--- src/hdl/compacted_string_list_table_assert.svh ---
// Assertion macros for the compacted string list table.
// Used by the top level; expects clk and rst_n in scope.
`ifndef COMPACTED_STRING_LIST_TABLE_ASSERT_SVH
`define COMPACTED_STRING_LIST_TABLE_ASSERT_SVH

// Check a property on every rising clock edge outside reset.
`define CSLT_ASSERT(label, prop, msg) \
    label: assert property (@(posedge clk) disable iff (!rst_n) (prop)) else $error(msg);

// Check that one condition implies another on the following edge.
`define CSLT_ASSERT_NEXT(label, cond, prop, msg) \
    label: assert property (@(posedge clk) disable iff (!rst_n) (cond) |=> (prop)) \
        else $error(msg);

`endif

--- src/hdl/cslt_pkg.sv ---
// Shared types, request and status codes for the compacted string list table.
// Used by cslt_entry_ram and compacted_string_list_table; no dependencies.
package cslt_pkg;

    localparam int LIST_DEPTH = 16;
    localparam int ITEM_CHARS = 19;
    localparam int IDX_W      = $clog2(LIST_DEPTH);
    localparam int CNT_W      = $clog2(LIST_DEPTH + 1);

    localparam logic [2:0] REQ_INSERT = 3'd0;
    localparam logic [2:0] REQ_REMOVE = 3'd1;
    localparam logic [2:0] REQ_CLEAR  = 3'd2;
    localparam logic [2:0] REQ_COUNT  = 3'd3;
    localparam logic [2:0] REQ_DUMP   = 3'd4;

    localparam logic [1:0] STAT_OK   = 2'd0;
    localparam logic [1:0] STAT_FULL = 2'd1;
    localparam logic [1:0] STAT_MISS = 2'd2;

    typedef struct packed {
        logic [23:0] hi;
        logic [63:0] mid;
        logic [63:0] lo;
    } entry_t;

    typedef struct packed {
        logic             we;
        logic [IDX_W-1:0] waddr;
        logic [IDX_W-1:0] raddr;
    } mem_req_t;

    // Keep characters up to the first zero byte, clear the rest.
    function automatic entry_t normalize(input entry_t raw);
        logic [151:0] flat;
        logic [151:0] res;
        logic         keep;
        flat = {raw.hi, raw.mid, raw.lo};
        res  = '0;
        keep = 1'b1;
        for (int k = 0; k < 19; k++) begin
            keep = keep && (flat[8*k +: 8] != 8'd0) && (k < ITEM_CHARS);
            if (keep) begin
                res[8*k +: 8] = flat[8*k +: 8];
            end
        end
        return entry_t'(res);
    endfunction

endpackage

--- src/hdl/cslt_entry_ram.sv ---
// Entry store of the list: one write port, one read port, registered read data.
// Depends on cslt_pkg for entry_t and mem_req_t.
module cslt_entry_ram
    import cslt_pkg::*;
(
    input  logic     clk,
    input  mem_req_t mem_req,
    input  entry_t   wdata,
    output entry_t   rdata
);

    entry_t mem [LIST_DEPTH];

    always_ff @(posedge clk)
    begin
        if (mem_req.we)
        begin
            mem[mem_req.waddr] <= wdata;
        end
        rdata <= mem[mem_req.raddr];
    end

endmodule

--- src/hdl/compacted_string_list_table.sv ---
// Compacted string list table: ordered gap-free list of short strings in one RAM.
// Insert, clear, count and empty remove: result from ST_RESP through the output register.
// Remove: search entries in ST_SEARCH, shift later entries down in ST_SHIFT, then ST_RESP.
// Dump of n entries: n results on consecutive cycles while out_ready allows, after the first RAM read.
// One request at a time; RAM read latency sets the pace of search, shift and dump.
// Reset (rst_n low, asynchronous) empties the list; RAM contents are not cleared.
module compacted_string_list_table
    import cslt_pkg::*;
(
    input  logic              clk,
    input  logic              rst_n,
    input  logic              in_valid,
    output logic              in_ready,
    input  logic [2:0]        req_type,
    input  logic [63:0]       item_bytes_lo,
    input  logic [63:0]       item_bytes_mid,
    input  logic [23:0]       item_bytes_hi,
    output logic              out_valid,
    input  logic              out_ready,
    output logic [1:0]        status,
    output logic [CNT_W-1:0]  entry_total,
    output logic [63:0]       out_bytes_lo,
    output logic [63:0]       out_bytes_mid,
    output logic [23:0]       out_bytes_hi,
    output logic              entry_valid,
    output logic              last_result
);

    `include "compacted_string_list_table_assert.svh"

    typedef enum logic [4:0] {
        ST_IDLE   = 5'b00001,
        ST_SEARCH = 5'b00010,
        ST_SHIFT  = 5'b00100,
        ST_DUMP   = 5'b01000,
        ST_RESP   = 5'b10000
    } state_t;

    state_t           state_reg, state_next;
    logic [CNT_W-1:0] count_reg, count_next;
    logic [IDX_W-1:0] idx_reg, idx_next;
    logic [1:0]       stat_reg, stat_next;
    entry_t           item_reg, item_next;

    logic             out_valid_reg, out_valid_next;
    logic [1:0]       out_stat_reg, out_stat_next;
    logic [CNT_W-1:0] out_total_reg, out_total_next;
    entry_t           out_entry_reg, out_entry_next;
    logic             out_ev_reg, out_ev_next;
    logic             out_last_reg, out_last_next;

    mem_req_t         mem_req;
    entry_t           mem_wdata;
    entry_t           mem_rdata;

    entry_t           in_item;
    logic             in_accept;
    logic             slot_free;
    logic             idx_last;
    logic             idx_has_two;
    logic             list_full;

    cslt_entry_ram u_ram (
        .clk     (clk),
        .mem_req (mem_req),
        .wdata   (mem_wdata),
        .rdata   (mem_rdata)
    );

    assign in_item     = normalize(entry_t'({item_bytes_hi, item_bytes_mid, item_bytes_lo}));
    assign in_ready    = (state_reg == ST_IDLE);
    assign in_accept   = in_valid && in_ready;
    assign slot_free   = !out_valid_reg || out_ready;
    assign idx_last    = (CNT_W'(idx_reg) + CNT_W'(1)) >= count_reg;
    assign idx_has_two = (CNT_W'(idx_reg) + CNT_W'(2)) < count_reg;
    assign list_full   = (count_reg >= CNT_W'(LIST_DEPTH));

    always_comb
    begin
        state_next     = state_reg;
        count_next     = count_reg;
        idx_next       = idx_reg;
        stat_next      = stat_reg;
        item_next      = item_reg;
        out_valid_next = out_valid_reg && !out_ready;
        out_stat_next  = out_stat_reg;
        out_total_next = out_total_reg;
        out_entry_next = out_entry_reg;
        out_ev_next    = out_ev_reg;
        out_last_next  = out_last_reg;
        mem_req.we     = 1'b0;
        mem_req.waddr  = idx_reg;
        mem_req.raddr  = idx_reg;
        mem_wdata      = mem_rdata;

        unique case (state_reg)
            ST_IDLE:
            begin
                mem_req.raddr = '0;
                if (in_accept)
                begin
                    item_next  = in_item;
                    idx_next   = '0;
                    stat_next  = STAT_OK;
                    state_next = ST_RESP;
                    priority case (req_type)
                        REQ_INSERT:
                        begin
                            if (in_item.lo[7:0] != 8'd0)
                            begin
                                if (list_full)
                                begin
                                    stat_next = STAT_FULL;
                                end
                                else
                                begin
                                    mem_req.we    = 1'b1;
                                    mem_req.waddr = count_reg[IDX_W-1:0];
                                    mem_wdata     = in_item;
                                    count_next    = count_reg + CNT_W'(1);
                                end
                            end
                        end
                        REQ_REMOVE:
                        begin
                            if (in_item.lo[7:0] == 8'd0)
                            begin
                                stat_next = list_full ? STAT_MISS : STAT_OK;
                            end
                            else if (count_reg == '0)
                            begin
                                stat_next = STAT_MISS;
                            end
                            else
                            begin
                                state_next = ST_SEARCH;
                            end
                        end
                        REQ_CLEAR:
                        begin
                            count_next = '0;
                        end
                        REQ_DUMP:
                        begin
                            if (count_reg != '0)
                            begin
                                state_next = ST_DUMP;
                            end
                        end
                        default:
                        begin
                            stat_next = STAT_OK;
                        end
                    endcase
                end
            end
            ST_SEARCH:
            begin
                if (mem_rdata == item_reg)
                begin
                    if (idx_last)
                    begin
                        count_next = count_reg - CNT_W'(1);
                        state_next = ST_RESP;
                    end
                    else
                    begin
                        mem_req.raddr = idx_reg + IDX_W'(1);
                        state_next    = ST_SHIFT;
                    end
                end
                else if (idx_last)
                begin
                    stat_next  = STAT_MISS;
                    state_next = ST_RESP;
                end
                else
                begin
                    mem_req.raddr = idx_reg + IDX_W'(1);
                    idx_next      = idx_reg + IDX_W'(1);
                end
            end
            ST_SHIFT:
            begin
                mem_req.we    = 1'b1;
                mem_req.waddr = idx_reg;
                if (idx_has_two)
                begin
                    mem_req.raddr = idx_reg + IDX_W'(2);
                    idx_next      = idx_reg + IDX_W'(1);
                end
                else
                begin
                    count_next = count_reg - CNT_W'(1);
                    state_next = ST_RESP;
                end
            end
            ST_DUMP:
            begin
                if (slot_free)
                begin
                    out_valid_next = 1'b1;
                    out_stat_next  = STAT_OK;
                    out_total_next = count_reg;
                    out_entry_next = mem_rdata;
                    out_ev_next    = 1'b1;
                    out_last_next  = idx_last;
                    if (idx_last)
                    begin
                        state_next = ST_IDLE;
                    end
                    else
                    begin
                        mem_req.raddr = idx_reg + IDX_W'(1);
                        idx_next      = idx_reg + IDX_W'(1);
                    end
                end
            end
            ST_RESP:
            begin
                if (slot_free)
                begin
                    out_valid_next = 1'b1;
                    out_stat_next  = stat_reg;
                    out_total_next = count_reg;
                    out_entry_next = '0;
                    out_ev_next    = 1'b0;
                    out_last_next  = 1'b1;
                    state_next     = ST_IDLE;
                end
            end
            default:
            begin
                state_next = ST_IDLE;
            end
        endcase
    end

    always_ff @(posedge clk or negedge rst_n)
    begin
        if (!rst_n)
        begin
            state_reg     <= ST_IDLE;
            count_reg     <= '0;
            idx_reg       <= '0;
            out_valid_reg <= 1'b0;
        end
        else
        begin
            state_reg     <= state_next;
            count_reg     <= count_next;
            idx_reg       <= idx_next;
            out_valid_reg <= out_valid_next;
        end
    end

    always_ff @(posedge clk)
    begin
        stat_reg      <= stat_next;
        item_reg      <= item_next;
        out_stat_reg  <= out_stat_next;
        out_total_reg <= out_total_next;
        out_entry_reg <= out_entry_next;
        out_ev_reg    <= out_ev_next;
        out_last_reg  <= out_last_next;
    end

    assign out_valid     = out_valid_reg;
    assign status        = out_stat_reg;
    assign entry_total   = out_total_reg;
    assign out_bytes_lo  = out_entry_reg.lo;
    assign out_bytes_mid = out_entry_reg.mid;
    assign out_bytes_hi  = out_entry_reg.hi;
    assign entry_valid   = out_ev_reg;
    assign last_result   = out_last_reg;

    `CSLT_ASSERT(a_count_bound, count_reg <= CNT_W'(LIST_DEPTH), "entry count above depth")
    `CSLT_ASSERT(a_write_in_list, !mem_req.we || (CNT_W'(mem_req.waddr) < count_next),
        "write outside the list")
    `CSLT_ASSERT(a_entry_ok, !(out_valid_reg && out_ev_reg) || (out_stat_reg == STAT_OK),
        "entry result with error status")
    `CSLT_ASSERT_NEXT(a_busy_after_accept, in_accept, state_reg != ST_IDLE,
        "idle right after a request")

endmodule
--- config.mk ---
export PLATFORM = sky130hd
export DESIGN_NAME = compacted_string_list_table
export DESIGN_NICKNAME = d
export VERILOG_FILES = /design/src/hdl/cslt_pkg.sv /design/src/hdl/cslt_entry_ram.sv /design/src/hdl/compacted_string_list_table.sv
export VERILOG_INCLUDE_DIRS = /design/src /design/src/hdl
export SDC_FILE = /design/constraint.sdc
export NUM_CORES = 2
export LEC_CHECK = 0
export ABC_AREA = 1
export BUFFER_PORTS_ARGS = -buffer_cell sky130_fd_sc_hd__buf_4
export CAP_MARGIN = 5
export CORE_MARGIN = 3
export CORE_UTILIZATION = 40
export DETAILED_ROUTE_END_ITERATION = 6
export HOLD_SLACK_MARGIN = 0.12
export REMOVE_ABC_BUFFERS = 1
export SKIP_CTS_REPAIR_TIMING = 1
export SYNTH_ARGS = -nofsm -noshare
export SYNTH_HDL_FRONTEND = slang
export SYNTH_SLANG_ARGS = --single-unit
--- constraint.sdc ---
create_clock -name clk -period 48.2 [get_ports clk]
set_input_delay 9.64 -clock clk [delete_from_list [all_inputs] [get_ports clk]]
set_output_delay 9.64 -clock clk [all_outputs]
set_load 0.005 [all_outputs]
==> parameters.txt <==
Parameter                              Value

Synthesis
  Synth Area in Simple Gates    11.6%
  Ys Warns    0
  Ys async rst share    0.515%
  Synthesized-area fraction occupied by adder cells    0.147%
  Compound-cell area share of the yosys netlist    8.19%
  Xor-xnor portion of the synthesized cell area    1.01%
  Cell count after synthesis    9822
  Cell Area, Synth    119000 sq um
  EDFF count, synth    2747
  Number of unique standard cell types used by synthesis    46
  Top flip-flop cell by instance count after synthesis    sky130_fd_sc_hd__edfxtp_1
  Number of storage elements in the synthesis netlist    2914
  Syn avg cell area    12.1 sq um
  Sequential area share after synthesis    72.0%
  Mux cell area share after synthesis    0%
  Dominant combinational cell family by area after synthesis    simple AND/OR/NAND/NOR gates

Placement
  Placed Area    126000 sq um
  Port-buffer cells    321
  HPWL after detailed placement    175 mm
  Global placement routability congestion    0.811
  Number of instances in the placed design    13.6k

Global routing
  Number of antenna violations at the first check in global routing    9
  Overall overflow remaining after global route    0
  Wire length of the first global-routing pass    477 mm
  Global-route met3 utilization    3.09%
  Met1 routing resource usage after global routing    28.9%
  Peak-usage layer in the global routing report    met2
  Vias in the first global route    71.9k
  Met2 track demand over resource    33.1%
  Maximum number of pins on one net before global-route repair    263
  GRT Util Overall    20.6%

Status
  Run status    complete, no violations

Clocking
  TritonCTS clock tree    yes
  Inserted Clock Buffers    314
  Worst-case clock buffer depth    4
  Source-to-sink clock delay at the later pin of the worst-skew pair    0.92 ns
  Clock transition at path regs    0.06 ns
  Deepest level of the CTS H-tree    5
  TritonCTS sink count    2914
  CTS root buf    sky130_fd_sc_hd__clkbuf_16

Cells and area
  Share of cells above drive strength 1    9.52%
  Flip-flop count of the largest register, all copies and words added    2432
  Most common library cell in the layout ignoring fill and taps    sky130_fd_sc_hd__edfxtp_1
  Count of non-filler cells in the finished layout    14.2k
  Most used cells in the layout excluding fill and tap cells    sky130_fd_sc_hd__edfxtp_1 (2747), sky130_fd_sc_hd__nand2_1 (2004), sky130_fd_sc_hd__inv_1 (1579)
  Final design instance area without fill    136000 sq um
  Area growth, synth to finish    13.9%
  Fin nets    10.2k

Timing
  Slew Limit Fails    0
  Unrepaired setup endpoints after global routing    false
  Final critical delay including setup and external delays    14.67 ns
  Slew at the pin with the worst max-slew slack    1.25 ns
  Share of the cycle needed by the critical path after routing    30.4%
  Top achievable clock speed    68.2 MHz
  Relative slew margins    15.9%
  Layout Skew    0.0401 ns
  Number of hold violations in the final report    0
  Worst Hold Margin    0.531 ns
  Number of failing setup endpoints in the final timing report    0

Die
  Effective utilization at floorplan    40.4%
  Die area    305000 sq um
  Standard-cell rows    199
  Core region area    295000 sq um
  IO Pins    322
  Die extent in y    552 microns
  Width of the die    552 microns

Routing
  # DRC    0
  Average routed wire per standard cell    22.7 microns
  Detail Route Antenna Nets    0
  Routed wire length    323 mm
  First-pass iteration count of the detailed router    6
  Via count of the routed design    74.8k
  DR iter-0 viols    7494
  Vias/cell    5.26

Pwr
  Sequential fraction of design power    44.8%
  Switching Fraction    32.5%
  Worst ir drop on vdd    0.0654 mV
  Internal power summed over all cells    0.00517 W
  Clk network pwr share    31.0%
  Power per Cell Area    56.4 nW/um^2
  Leakage    49.2 nW
  Combinational group share of total power    24.2%
  Net switching power    0.00249 W

Min path
  Number of cells on the worst hold path    2
  Class of the tightest hold or removal check    reg -> reg

Setup path
  CP Data Arrival Time    15.18 ns
  Crit-path slowest cell    sky130_fd_sc_hd__buf_4
  Crit path required time    48.71 ns
  Crit. End Element    flip-flop
  Sequence of cells on the critical path    buf_4, inv_1, nor2_4, buf_12, nand3_4, inv_8, nor2_1, nor2_1, nand2_1, nor2_4, buf_4, buf_4, buf_4
  Critical path fanouts, max    105
  Longest individual stage delay on the worst path    0.94 ns
  Start-to-end type of the worst setup path    in -> reg
  Cell seen most often among critical-path stages    sky130_fd_sc_hd__buf_4
  Depth of the most critical reg-to-reg path    23
  Startpoint type of the worst setup path    input port

Run
  Number of max-cap violations    0
==> power groups by stage <==
stage	Clock [W]	Combinational, W	Sequential (W)
2_1_floorplan	0	0.00216	0.00343
3_3_place_gp	0	0.00183	0.00349
3_5_place_dp	0	0.00186	0.00349
4_1_cts	0.00242	0.00187	0.00344
5_1_grt	0.00253	0.00207	0.00345
6_report	0.00238	0.00186	0.00343
==> metrics by stage <==
stage,power [W],setup slack [ns],utilization [%],TNS (ns)
floorplan,0.00558,-13.53,-,-2056.69
global placement,0.00531,32.56,42.5,0
detailed placement,0.00535,32.58,42.5,0
CTS,0.00773,33.52,46.0,0
global route,0.00804,33.19,46.0,0
finish,0.00766,33.53,46.0,0
==> cells by family after synthesis <==
group	after synthesis
AO/OA/AOI/OAI	1330
XOR/XNOR	138
adder cells (fa/ha/maj)	14
buffers and inverters	2161
flip-flops	2914
AND/OR/NAND/NOR	3265
==> path summary, 6_finish.rpt <==
| kind | to | slack (ns) | startpoint |
|---|---|---|---|
| setup / recovery | u_ram.mem[6][147] | 33.53 | in_valid |
| hold / removal | out_bytes_lo[7] | 0.53 | u_ram.rdata[7] |
| min in group asynchronous | idx_reg[0] | 8.59 | rst_n |
| max in group asynchronous | state_reg[0] | 39.35 | rst_n |
| setup reg to reg | u_ram.rdata[42] | 40.46 | idx_reg[1] |
| hold reg to reg | out_bytes_lo[7] | 0.53 | u_ram.rdata[7] |
==> final cells by class <==
type / count / area [sq um]
Antenna cell: 3 / 7.51
Clock buffer: 427 / 8540
Clock inverter: 153 / 1640
Fill cell: 26300 / 159000
Inverter: 1597 / 6040
Multi-Input combinational cell: 4747 / 25200
Sequential cell: 2914 / 85900
Tap cell: 3919 / 4900
Timing Repair Buffer: 451 / 3620
==> cells in the mapped netlist, types with 3 or more instances <==
library cell               instances  area, sq um
sky130_fd_sc_hd__buf_4             5         37.5
sky130_fd_sc_hd__nor2_4            6         67.6
sky130_fd_sc_hd__nand4_1          31          194
sky130_fd_sc_hd__inv_2            15         56.3
sky130_fd_sc_hd__nand2_1        2004         7520
sky130_fd_sc_hd__ha_1             14          175
sky130_fd_sc_hd__edfxtp_1       2747        82500
sky130_fd_sc_hd__xor2_1           12          105
sky130_fd_sc_hd__nand3_1         951         4760
sky130_fd_sc_hd__nor4_1           32          200
sky130_fd_sc_hd__dfrtp_1          14          350
sky130_fd_sc_hd__nor3_1           19         95.1
sky130_fd_sc_hd__o21ai_0          60          300
sky130_fd_sc_hd__buf_1            61          229
sky130_fd_sc_hd__clkinv_1          3         11.3
sky130_fd_sc_hd__o21a_1            4         30.0
sky130_fd_sc_hd__xnor2_1         126         1100
sky130_fd_sc_hd__o21ai_1           8         40.0
sky130_fd_sc_hd__clkbuf_1        313         1170
sky130_fd_sc_hd__nand4_4           3         63.8
sky130_fd_sc_hd__or2_2            15         93.8
sky130_fd_sc_hd__buf_2           184          921
sky130_fd_sc_hd__nor2_1          192          721
sky130_fd_sc_hd__a21oi_1          27          135
sky130_fd_sc_hd__dfxtp_1         152         3040
sky130_fd_sc_hd__o211ai_1       1219         9150
sky130_fd_sc_hd__inv_1          1579         5930
sky130_fd_sc_hd__nor2_2            3         18.8
==> worst max-delay path, delay by kind of cell <==
family,cells,cell delay [ns]
buffers and inverters,7,3.95
and+or+nand+nor,6,1.36
==> routing by layer <==
layer,part of all wire (%),routed length (microns)
met1,44,142000
met2,46,149000
met3,6.7,21600
met4,3.3,10600
met5,0.0074,24
Power figures use the tool's default switching activity.
